==> config.mk <==
export PLATFORM = sky130hd
export DESIGN_NAME = wlan_rx_address_and_duplicate_filter_unit
export DESIGN_NICKNAME = d
export VERILOG_FILES = /design/src/rtl/core/wrxdf_pkg.sv /design/src/rtl/core/wrxdf_front.sv /design/src/rtl/core/wrxdf_queue.sv /design/src/rtl/core/wrxdf_back.sv /design/src/rtl/core/wlan_rx_address_and_duplicate_filter_unit.sv
export SDC_FILE = /design/constraint.sdc
export NUM_CORES = 2
export LEC_CHECK = 0
export ABC_AREA = 1
export BUFFER_PORTS_ARGS = -buffer_cell sky130_fd_sc_hd__buf_2
export CAP_MARGIN = 20
export CORE_ASPECT_RATIO = 0.6
export CORE_MARGIN = 1.5
export CORE_UTILIZATION = 37
export CTS_BUF_LIST = sky130_fd_sc_hd__clkbuf_4 sky130_fd_sc_hd__clkbuf_8
export CTS_CLUSTER_SIZE = 14
export DETAILED_ROUTE_END_ITERATION = 6
export GPL_ROUTABILITY_DRIVEN = 0
export SLEW_MARGIN = 40
export SYNTH_ARGS = -nofsm -noshare
export SYNTH_HDL_FRONTEND = slang
export SYNTH_SLANG_ARGS = --single-unit
==> constraint.sdc <==
create_clock -name clk_i -period 11.7 [get_ports clk_i]
set_input_delay 2.34 -clock clk_i [delete_from_list [all_inputs] [get_ports clk_i]]
set_output_delay 2.34 -clock clk_i [all_outputs]
set_load 0.1 [all_outputs]
==> src/rtl/core/wrxdf_pkg.sv <==
// ----------------------------------------------------------------------------
// Receive address and duplicate filter package
// Types, codes and constants shared by the filter's modules.
// ----------------------------------------------------------------------------
package wrxdf_pkg;

  localparam int unsigned TableEntriesDef = 32;
  localparam int unsigned QueueDepth      = 2;

  localparam int unsigned AddrW   = 48;
  localparam int unsigned SeqW    = 12;
  localparam int unsigned StampW  = 32;
  localparam int unsigned WindowW = 16;
  localparam int unsigned CfgIdxW = 8;
  localparam int unsigned CfgDataW = 48;

  localparam logic [WindowW-1:0] DupWindowRst = 16'd100;

  // Group bit of the first address byte.
  localparam logic [AddrW-1:0] GroupBit  = 48'h0100_0000_0000;
  localparam logic [AddrW-1:0] Broadcast = 48'hFFFF_FFFF_FFFF;

  localparam logic [CfgIdxW-1:0] CfgOwnAddr   = 8'd0;
  localparam logic [CfgIdxW-1:0] CfgNetworkId = 8'd1;
  localparam logic [CfgIdxW-1:0] CfgDupWindow = 8'd2;

  typedef enum logic [2:0] {
    REASON_NONE     = 3'd0,
    REASON_NET      = 3'd1,
    REASON_OWN      = 3'd2,
    REASON_NOT_ADDR = 3'd3,
    REASON_DUP      = 3'd4
  } drop_reason_e;

  // A classified header waiting for the table stage.
  typedef struct packed {
    drop_reason_e      reason;
    logic [AddrW-1:0]  src;
    logic [SeqW-1:0]   seq;
    logic [StampW-1:0] now;
  } queue_item_t;

  typedef struct packed {
    logic         valid;
    logic         accept;
    drop_reason_e reason;
  } result_t;

endpackage

==> src/rtl/core/wrxdf_front.sv <==
// ----------------------------------------------------------------------------
// Filter front end
// Takes a header request and classifies it against network and own address.
// ----------------------------------------------------------------------------
module wrxdf_front (
  input  logic                          req_i,
  input  logic [wrxdf_pkg::AddrW-1:0]   dest_address_i,
  input  logic [wrxdf_pkg::AddrW-1:0]   source_address_i,
  input  logic [wrxdf_pkg::AddrW-1:0]   net_address_i,
  input  logic [wrxdf_pkg::SeqW-1:0]    seq_number_i,
  input  logic [wrxdf_pkg::StampW-1:0]  now_ms_i,
  input  logic [wrxdf_pkg::AddrW-1:0]   own_address_i,
  input  logic [wrxdf_pkg::AddrW-1:0]   network_id_i,
  output logic                          push_o,
  output wrxdf_pkg::queue_item_t        item_o
);
  import wrxdf_pkg::*;

  drop_reason_e reason;

  // The first failing test sets the reason.
  always_comb begin
    if (net_address_i != network_id_i) begin
      reason = REASON_NET;
    end else if (source_address_i == own_address_i) begin
      reason = REASON_OWN;
    end else if (dest_address_i != Broadcast &&
                 (dest_address_i & ~GroupBit) != own_address_i) begin
      reason = REASON_NOT_ADDR;
    end else begin
      reason = REASON_NONE;
    end
  end

  assign push_o      = req_i;
  assign item_o.reason = reason;
  assign item_o.src  = source_address_i;
  assign item_o.seq  = seq_number_i;
  assign item_o.now  = now_ms_i;

endmodule

==> src/rtl/core/wrxdf_queue.sv <==
// ----------------------------------------------------------------------------
// Filter request queue
// Short first-in first-out buffer between the front end and the table stage.
// ----------------------------------------------------------------------------
module wrxdf_queue (
  input  logic                   clk_i,
  input  logic                   rst_ni,
  input  logic                   push_i,
  input  wrxdf_pkg::queue_item_t item_i,
  output logic                   full_o,
  output logic                   valid_o,
  output wrxdf_pkg::queue_item_t item_o,
  input  logic                   pop_i
);
  import wrxdf_pkg::*;

  localparam int unsigned PtrW = (QueueDepth > 1) ? $clog2(QueueDepth) : 1;
  localparam int unsigned CntW = $clog2(QueueDepth + 1);

  queue_item_t     store_q [QueueDepth];
  logic [PtrW-1:0] wr_ptr_q, wr_ptr_d;
  logic [PtrW-1:0] rd_ptr_q, rd_ptr_d;
  logic [CntW-1:0] count_q, count_d;
  logic            do_push, do_pop;

  assign full_o  = (count_q == CntW'(QueueDepth));
  assign valid_o = (count_q != '0);
  assign item_o  = store_q[rd_ptr_q];
  assign do_push = push_i && !full_o;
  assign do_pop  = pop_i && valid_o;

  always_comb begin
    wr_ptr_d = wr_ptr_q;
    rd_ptr_d = rd_ptr_q;
    count_d  = count_q;
    if (do_push) begin
      wr_ptr_d = (wr_ptr_q == PtrW'(QueueDepth - 1)) ? '0 : wr_ptr_q + 1'b1;
    end
    if (do_pop) begin
      rd_ptr_d = (rd_ptr_q == PtrW'(QueueDepth - 1)) ? '0 : rd_ptr_q + 1'b1;
    end
    if (do_push && !do_pop) begin
      count_d = count_q + 1'b1;
    end else if (do_pop && !do_push) begin
      count_d = count_q - 1'b1;
    end
  end

  always_ff @(posedge clk_i or negedge rst_ni) begin
    if (!rst_ni) begin
      wr_ptr_q <= '0;
      rd_ptr_q <= '0;
      count_q  <= '0;
    end else begin
      wr_ptr_q <= wr_ptr_d;
      rd_ptr_q <= rd_ptr_d;
      count_q  <= count_d;
    end
  end

  always_ff @(posedge clk_i) begin
    if (do_push) begin
      store_q[wr_ptr_q] <= item_i;
    end
  end

endmodule

==> src/rtl/core/wrxdf_back.sv <==
// ----------------------------------------------------------------------------
// Filter table stage
// Scans the source table, runs the duplicate test and reports each result.
// ----------------------------------------------------------------------------
module wrxdf_back #(
  parameter int unsigned TableEntries = wrxdf_pkg::TableEntriesDef
) (
  input  logic                           clk_i,
  input  logic                           rst_ni,
  input  logic                           q_valid_i,
  input  wrxdf_pkg::queue_item_t         q_item_i,
  output logic                           q_pop_o,
  input  logic [wrxdf_pkg::WindowW-1:0]  dup_window_i,
  output wrxdf_pkg::result_t             result_o
);
  import wrxdf_pkg::*;

  localparam int unsigned IdxW = $clog2(TableEntries);
  localparam int unsigned CntW = $clog2(TableEntries + 1);

  typedef enum logic [1:0] {
    S_IDLE,
    S_SCAN,
    S_DECIDE
  } state_e;

  typedef struct packed {
    logic [AddrW-1:0]  addr;
    logic [StampW-1:0] stamp;
    logic [SeqW-1:0]   seq;
  } entry_t;

  entry_t mem [TableEntries];
  logic [TableEntries-1:0] valid_q;

  state_e            state_q, state_d;
  result_t           res_q, res_d;
  logic [CntW-1:0]   cnt_q, cnt_d;
  logic              pipe_q;
  logic [StampW-1:0] oldest_q, oldest_d;
  logic [IdxW-1:0]   pick_q, pick_d;
  logic              hit_q, hit_d;
  logic [IdxW-1:0]   sel_idx_q, sel_idx_d;
  logic [StampW-1:0] sel_time_q, sel_time_d;
  logic [SeqW-1:0]   sel_seq_q, sel_seq_d;
  queue_item_t       cur_q, cur_d;

  logic              rd_issue;
  logic [IdxW-1:0]   rd_addr;
  logic [IdxW-1:0]   rd_idx_q;
  entry_t            rd_data_q;
  logic              rd_vld_q;
  entry_t            rd_entry;

  logic [StampW-1:0] elapsed;
  logic [SeqW-1:0]   seq_diff;
  logic              is_dup;
  logic              we;
  entry_t            wdata;

  assign rd_issue = (state_q == S_SCAN) && (cnt_q < CntW'(TableEntries));
  assign rd_addr  = cnt_q[IdxW-1:0];
  // An entry never written since reset holds all zero.
  assign rd_entry = rd_vld_q ? rd_data_q : '0;

  assign elapsed  = cur_q.now - sel_time_q;
  assign seq_diff = cur_q.seq - sel_seq_q;
  // Within the window, a sequence that is equal or older under wrap repeats.
  assign is_dup   = (elapsed <= {{(StampW-WindowW){1'b0}}, dup_window_i}) &&
                    (seq_diff == '0 || seq_diff[SeqW-1]);

  assign wdata.addr  = cur_q.src;
  assign wdata.stamp = is_dup ? '0 : cur_q.now;
  assign wdata.seq   = is_dup ? '0 : cur_q.seq;

  always_comb begin
    state_d    = state_q;
    res_d      = '0;
    cnt_d      = cnt_q;
    oldest_d   = oldest_q;
    pick_d     = pick_q;
    hit_d      = hit_q;
    sel_idx_d  = sel_idx_q;
    sel_time_d = sel_time_q;
    sel_seq_d  = sel_seq_q;
    cur_d      = cur_q;
    q_pop_o    = 1'b0;
    we         = 1'b0;
    unique case (state_q)
      S_IDLE: begin
        if (q_valid_i) begin
          q_pop_o = 1'b1;
          cur_d   = q_item_i;
          if (q_item_i.reason != REASON_NONE) begin
            res_d.valid  = 1'b1;
            res_d.accept = 1'b0;
            res_d.reason = q_item_i.reason;
          end else begin
            state_d  = S_SCAN;
            cnt_d    = '0;
            oldest_d = '1;
            pick_d   = '0;
          end
        end
      end
      S_SCAN: begin
        if (rd_issue) begin
          cnt_d = cnt_q + 1'b1;
        end
        if (pipe_q) begin
          if (rd_entry.addr == cur_q.src) begin
            hit_d      = 1'b1;
            sel_idx_d  = rd_idx_q;
            sel_time_d = rd_entry.stamp;
            sel_seq_d  = rd_entry.seq;
            state_d    = S_DECIDE;
          end else begin
            // Later entries win ties for the oldest time.
            if (rd_entry.stamp <= oldest_q) begin
              oldest_d = rd_entry.stamp;
              pick_d   = rd_idx_q;
            end
            if (rd_idx_q == IdxW'(TableEntries - 1)) begin
              hit_d      = 1'b0;
              sel_idx_d  = pick_d;
              sel_time_d = '0;
              sel_seq_d  = '0;
              state_d    = S_DECIDE;
            end
          end
        end
      end
      S_DECIDE: begin
        // A replaced entry takes the new source even when the frame drops.
        we           = !hit_q || !is_dup;
        res_d.valid  = 1'b1;
        res_d.accept = !is_dup;
        res_d.reason = is_dup ? REASON_DUP : REASON_NONE;
        state_d      = S_IDLE;
      end
      default: begin
        state_d = S_IDLE;
      end
    endcase
  end

  always_ff @(posedge clk_i or negedge rst_ni) begin
    if (!rst_ni) begin
      state_q <= S_IDLE;
      res_q   <= '0;
      cnt_q   <= '0;
      pipe_q  <= 1'b0;
      valid_q <= '0;
    end else begin
      state_q <= state_d;
      res_q   <= res_d;
      cnt_q   <= cnt_d;
      pipe_q  <= rd_issue;
      if (we) begin
        valid_q[sel_idx_q] <= 1'b1;
      end
    end
  end

  always_ff @(posedge clk_i) begin
    oldest_q   <= oldest_d;
    pick_q     <= pick_d;
    hit_q      <= hit_d;
    sel_idx_q  <= sel_idx_d;
    sel_time_q <= sel_time_d;
    sel_seq_q  <= sel_seq_d;
    cur_q      <= cur_d;
  end

  always_ff @(posedge clk_i) begin
    if (we) begin
      mem[sel_idx_q] <= wdata;
    end
    if (rd_issue) begin
      rd_data_q <= mem[rd_addr];
      rd_vld_q  <= valid_q[rd_addr];
      rd_idx_q  <= rd_addr;
    end
  end

  assign result_o = res_q;

endmodule

==> src/rtl/core/wlan_rx_address_and_duplicate_filter_unit.sv <==
// ----------------------------------------------------------------------------
// Receive address and duplicate filter
// Drops foreign, self-sent, unaddressed and repeated frame headers.
// ----------------------------------------------------------------------------
// Usage: a header request is taken at a rising edge where start is high and
// busy is low. Each request gives one result on accept_o and drop_reason_o,
// shown for exactly one cycle while result_valid_o is high; the receiver
// cannot hold results off. Registers are written over the cfg channel
// (valid/ready, ready always high) while no request is in flight.
// The front end classifies a request in the cycle it is taken and puts it in
// a two-entry queue, so busy rises only when that queue is full.
// A header that fails the address tests goes through the queue and is reported
// from the result register once the table stage pops it. A header that passes
// scans the source table one entry per cycle through a single read port,
// stopping at the first hit; a miss reads every entry. The table stage handles
// one request at a time and pops the next only when back in idle, so the scan
// sets the rate, while the queue keeps taking requests until it is full.
// Reset clears the registers to their defaults and marks every table entry
// as zero through per-entry valid bits, so no clearing pass is needed.
// ----------------------------------------------------------------------------
module wlan_rx_address_and_duplicate_filter_unit #(
  parameter int unsigned TableEntries = wrxdf_pkg::TableEntriesDef
) (
  input  logic                            clk_i,
  input  logic                            rst_ni,
  input  logic                            start,
  output logic                            busy,
  input  logic [wrxdf_pkg::AddrW-1:0]     dest_address_i,
  input  logic [wrxdf_pkg::AddrW-1:0]     source_address_i,
  input  logic [wrxdf_pkg::AddrW-1:0]     net_address_i,
  input  logic [wrxdf_pkg::SeqW-1:0]      seq_number_i,
  input  logic [wrxdf_pkg::StampW-1:0]    now_ms_i,
  output logic                            result_valid_o,
  output logic                            accept_o,
  output logic [2:0]                      drop_reason_o,
  input  logic                            cfg_valid_i,
  output logic                            cfg_ready_o,
  input  logic [wrxdf_pkg::CfgIdxW-1:0]   cfg_index_i,
  input  logic [wrxdf_pkg::CfgDataW-1:0]  cfg_data_i
);
  import wrxdf_pkg::*;

  logic [AddrW-1:0]   own_address_q;
  logic [AddrW-1:0]   network_id_q;
  logic [WindowW-1:0] dup_window_q;

  logic        push;
  queue_item_t front_item;
  logic        q_full;
  logic        q_valid;
  queue_item_t q_item;
  logic        q_pop;
  result_t     result;

  assign cfg_ready_o = 1'b1;
  assign busy        = q_full;

  always_ff @(posedge clk_i or negedge rst_ni) begin
    if (!rst_ni) begin
      own_address_q <= '0;
      network_id_q  <= '0;
      dup_window_q  <= DupWindowRst;
    end else if (cfg_valid_i && cfg_ready_o) begin
      unique case (cfg_index_i)
        CfgOwnAddr:   own_address_q <= cfg_data_i[AddrW-1:0];
        CfgNetworkId: network_id_q  <= cfg_data_i[AddrW-1:0];
        CfgDupWindow: dup_window_q  <= cfg_data_i[WindowW-1:0];
        default: ;
      endcase
    end
  end

  wrxdf_front u_front (
    .req_i            (start && !busy),
    .dest_address_i   (dest_address_i),
    .source_address_i (source_address_i),
    .net_address_i    (net_address_i),
    .seq_number_i     (seq_number_i),
    .now_ms_i         (now_ms_i),
    .own_address_i    (own_address_q),
    .network_id_i     (network_id_q),
    .push_o           (push),
    .item_o           (front_item)
  );

  wrxdf_queue u_queue (
    .clk_i   (clk_i),
    .rst_ni  (rst_ni),
    .push_i  (push),
    .item_i  (front_item),
    .full_o  (q_full),
    .valid_o (q_valid),
    .item_o  (q_item),
    .pop_i   (q_pop)
  );

  wrxdf_back #(
    .TableEntries (TableEntries)
  ) u_back (
    .clk_i        (clk_i),
    .rst_ni       (rst_ni),
    .q_valid_i    (q_valid),
    .q_item_i     (q_item),
    .q_pop_o      (q_pop),
    .dup_window_i (dup_window_q),
    .result_o     (result)
  );

  assign result_valid_o = result.valid;
  assign accept_o       = result.accept;
  assign drop_reason_o  = 3'(result.reason);

endmodule

==> results.toml <==
[run_status]
outcome = "finished clean"

[die]
dieArea_um2 = 391000
core_um2 = 384000
rows = 176
die_h_um = 485
ios = 255
die_x_um = 806
start_util_pct = 37.3

[synthesis]
yosysMostFrequentCell = "edfxtp_1"
ys_top_cells_by_count = "edfxtp_1, nor2_1, o21ai_0, nand2_1, clkbuf_1"
syn_area_per_cell_um2 = 12.8
ys_async_sr_fraction_pct = 4.54
syn_area_um2 = 143000
ys_ff_latch = 3571
synth_edf_count = 3409
yosys.area.top_type_share_pct = 71.5
netlist_top_cells_area = "edfxtp_1, o21ai_0, nor2_1"
yosys_warnings = 0
ys.flop_type = "edfxtp_1"
synthesis.instances = 11187
synth_top_area_cell = "edfxtp_1"
ys_seq_area_share_pct = 74.3
syn-num-nets = 11529
ys_types = 55

[sta]
hold_viol = 0
finalMaxSlewViolations = 0
fmax_mhz = 157
tightest_slew_ns = 0.935
finalSetupTns_ns = 0
fin_ws_ns = 5.32
finalCritPeriodShare_pct = 54.5
setup_violations = 0
slew_headroom_pct = 37.7
skew_ns = 0.0832
layout_min_cycle_time_ns = 6.38
rsz0062_at_grt = "no"

[worst_setup_path]
timing.rr.start = "u_back.cur_q[0]"
cp_max_fo = 54
crit_slowest_cell = "buf_4"
crit_type = "reg -> reg"
crit_top_cell = "nand2_1"
required_ns = 12.41
cp-end-kind = "register"
cp-start-kind = "register"
critical_path.max_stage_delay_ns = 0.73
crit_path_start = "u_back.cur_q[0]"
arrival_ns = 7.09

[place]
placed_area_um2 = 150000
portBuffers = 253
dpl.cell_count = 16094
preCtsSetupSlack_ns = 5.46
dp_hpwl_um = 233000

[clock_tree]
cts_resized = 0
path_clk_slew_ns = 0.08
cts_tree = "done"
worstSkewPairLatency_ns = 1.11
clock-sinks = 3571
cts_buffers = 470
cts_hold_buf = 0
clockRootBuffer = "clkbuf_8"
clock_path_buffers = 4
post_cts_buffers = 0
htree_levels = 5

[global_routing]
gr-usage-met1_pct = 34.5
antenna_found_initial = 41
overflow = 0
use_met3_pct = 4.04
gr-usage-met2_pct = 30.1
grt_pass1_wl_um = 630000
grt_usage_pct = 21.6
grt_pass1_vias = 87551
grt_busiest_layer = "met1"
grt_max_degree = 193

[power]
irDropWorstVdd_uv = 183
leakagePower_uw = 0.0541
cellPowerDensity_nw_per_um2 = 236

[layout]
layout.cells.non_filler = 16974
nFillCells = 35479
stdcell_area_um2 = 160000
multi_input_area_um2 = 32100
drive_above_1_share_pct = 11.3
area_delta_synth_final_pct = 11.5
fin_util_pct = 41.5
nets = 11750
ff_latch_area_um2 = 106000

[detailed_routing]
post_drt_wl_per_cell_um = 25.7
ant_nets = 0
first_pass_iters = 6
avgViaCountPerCell = 5.56
drc = 0
first_iter_violations = 13051
drt_wl_total_um = 437000
route.vias.total = 94351

[run]
drv_cap = 0

[hold_path]
hold_path_class = "reg -> reg"
min_from = "u_back.valid_q[26]"
## per-stage QoR
| stage | power [uW] | hold WS (ns) |
|---|---|---|
| finish | 37700 | 0.456 |
| global route | 39300 | 0.466 |
| CTS | 37600 | 0.455 |
| detailed placement | 28400 | 0.439 |
| global placement | 28400 | 0.437 |
| floorplan | 23900 | 0.422 |
## sequential cells by signal (all words and copies together) (netlist names)
name and count:
u_back.result_o 5, u_back.cnt_q 6, u_back.sel_idx_q 5, u_back.pick_q 5, u_back.state_q 2, u_back.sel_seq_q 12
u_back.cur_q 92, dup_window_q 16, u_queue.count_q 2, u_queue.rd_ptr_q 1, u_queue.store_q 188, u_back.rd_idx_q 5
u_back.pipe_q 1, u_back.rd_vld_q 1, network_id_q 48, u_back.hit_q 1, u_back.mem 2944, u_back.valid_q 32
u_back.rd_data_q 92, u_back.sel_time_q 32, own_address_q 48, u_queue.wr_ptr_q 1, u_back.oldest_q 32
## critical path: cells and delay by family, from the launching register on
kind	cells	cell delay [ns]
and+or+nand+nor	19	2.37
buffers and inverters	5	2.07
adders and majority gates	3	0.92
DFF	1	0.37
xor gates and xnor gates	1	0.08
## power by group
group | total [uW] | switching (uW) | internal [uW]
registers | 16900 | 434 | 16500
logic | 11500 | 8700 | 2750
clock network | 9400 | 4820 | 4580
total | 37700 | 14000 | 23800
## routing by layer
layer	part of all wire, %	vias up	routed length [um]
met1	46	47197	201000
met4	2.2	0	9810
li1	-	41294	-
met2	41	5229	181000
met5	0	-	0
met3	10	631	45600
## placed cells by master (no fill, tap or decap), types with 19 or more instances in the layout
cell type,instances
inv_8,36
a32oi_1,20
inv_2,44
nand2_1,1178
a221oi_1,33
o211ai_1,32
edfxtp_1,3409
o21ai_0,1708
nand2_2,34
inv_1,461
xor2_1,79
ha_1,92
clkbuf_4,154
o22ai_1,508
a21oi_1,121
nor2_1,1764
a31oi_1,53
nand3_1,157
buf_6,24
buf_2,252
nor3_1,39
a41oi_1,19
xnor2_1,116
nand4_1,86
clkinv_1,115
o221ai_1,228
clkinv_2,71
buf_12,24
clkbuf_8,484
buf_4,129
diode_2,26
dfrtp_1,154
## final timing paths
check                                endpoint  slack (ns)  depth (start not counted)
max in group asynchronous    u_queue.rd_ptr_q        8.83                          3
max reg2reg                u_back.mem[29][60]        5.32                         28
min reg2reg                u_back.valid_q[26]        0.46                          2
max                        u_back.mem[29][60]        5.32                         28
min                        u_back.valid_q[26]        0.46                          2
min in group asynchronous    dup_window_q[11]        1.18                          1
## final cells by class
class                   instances  area share [%]
multi-input cells            6388            20.1
inverters                     544            1.47
well taps                    5162            4.05
clock buffers                 638            4.90
repair buffers                433            1.93
flip-flops and latches       3571            66.7
diodes                         26          0.0408
clock inverters               212           0.797
## cells by family (layout without fill, tap and decap cells)
| logic type | Yosys count | in the layout | share of synthesized area (%) |
|---|---|---|---|
| other | 1 | 27 | 0.00262 |
| adder cells (fa/ha/maj) | 94 | 94 | 0.832 |
| flip-flops | 3571 | 3571 | 74.3 |
| XOR/XNOR | 195 | 195 | 1.19 |
| AO/OA/AOI/OAI | 2766 | 2766 | 11.1 |
| AND/OR/NAND/NOR | 3330 | 3330 | 9.25 |
| multiplexers | 2 | 2 | 0.0140 |
| buffers and inverters | 1228 | 1827 | 3.31 |
No activity file was read; power rests on OpenSTA's default activity.
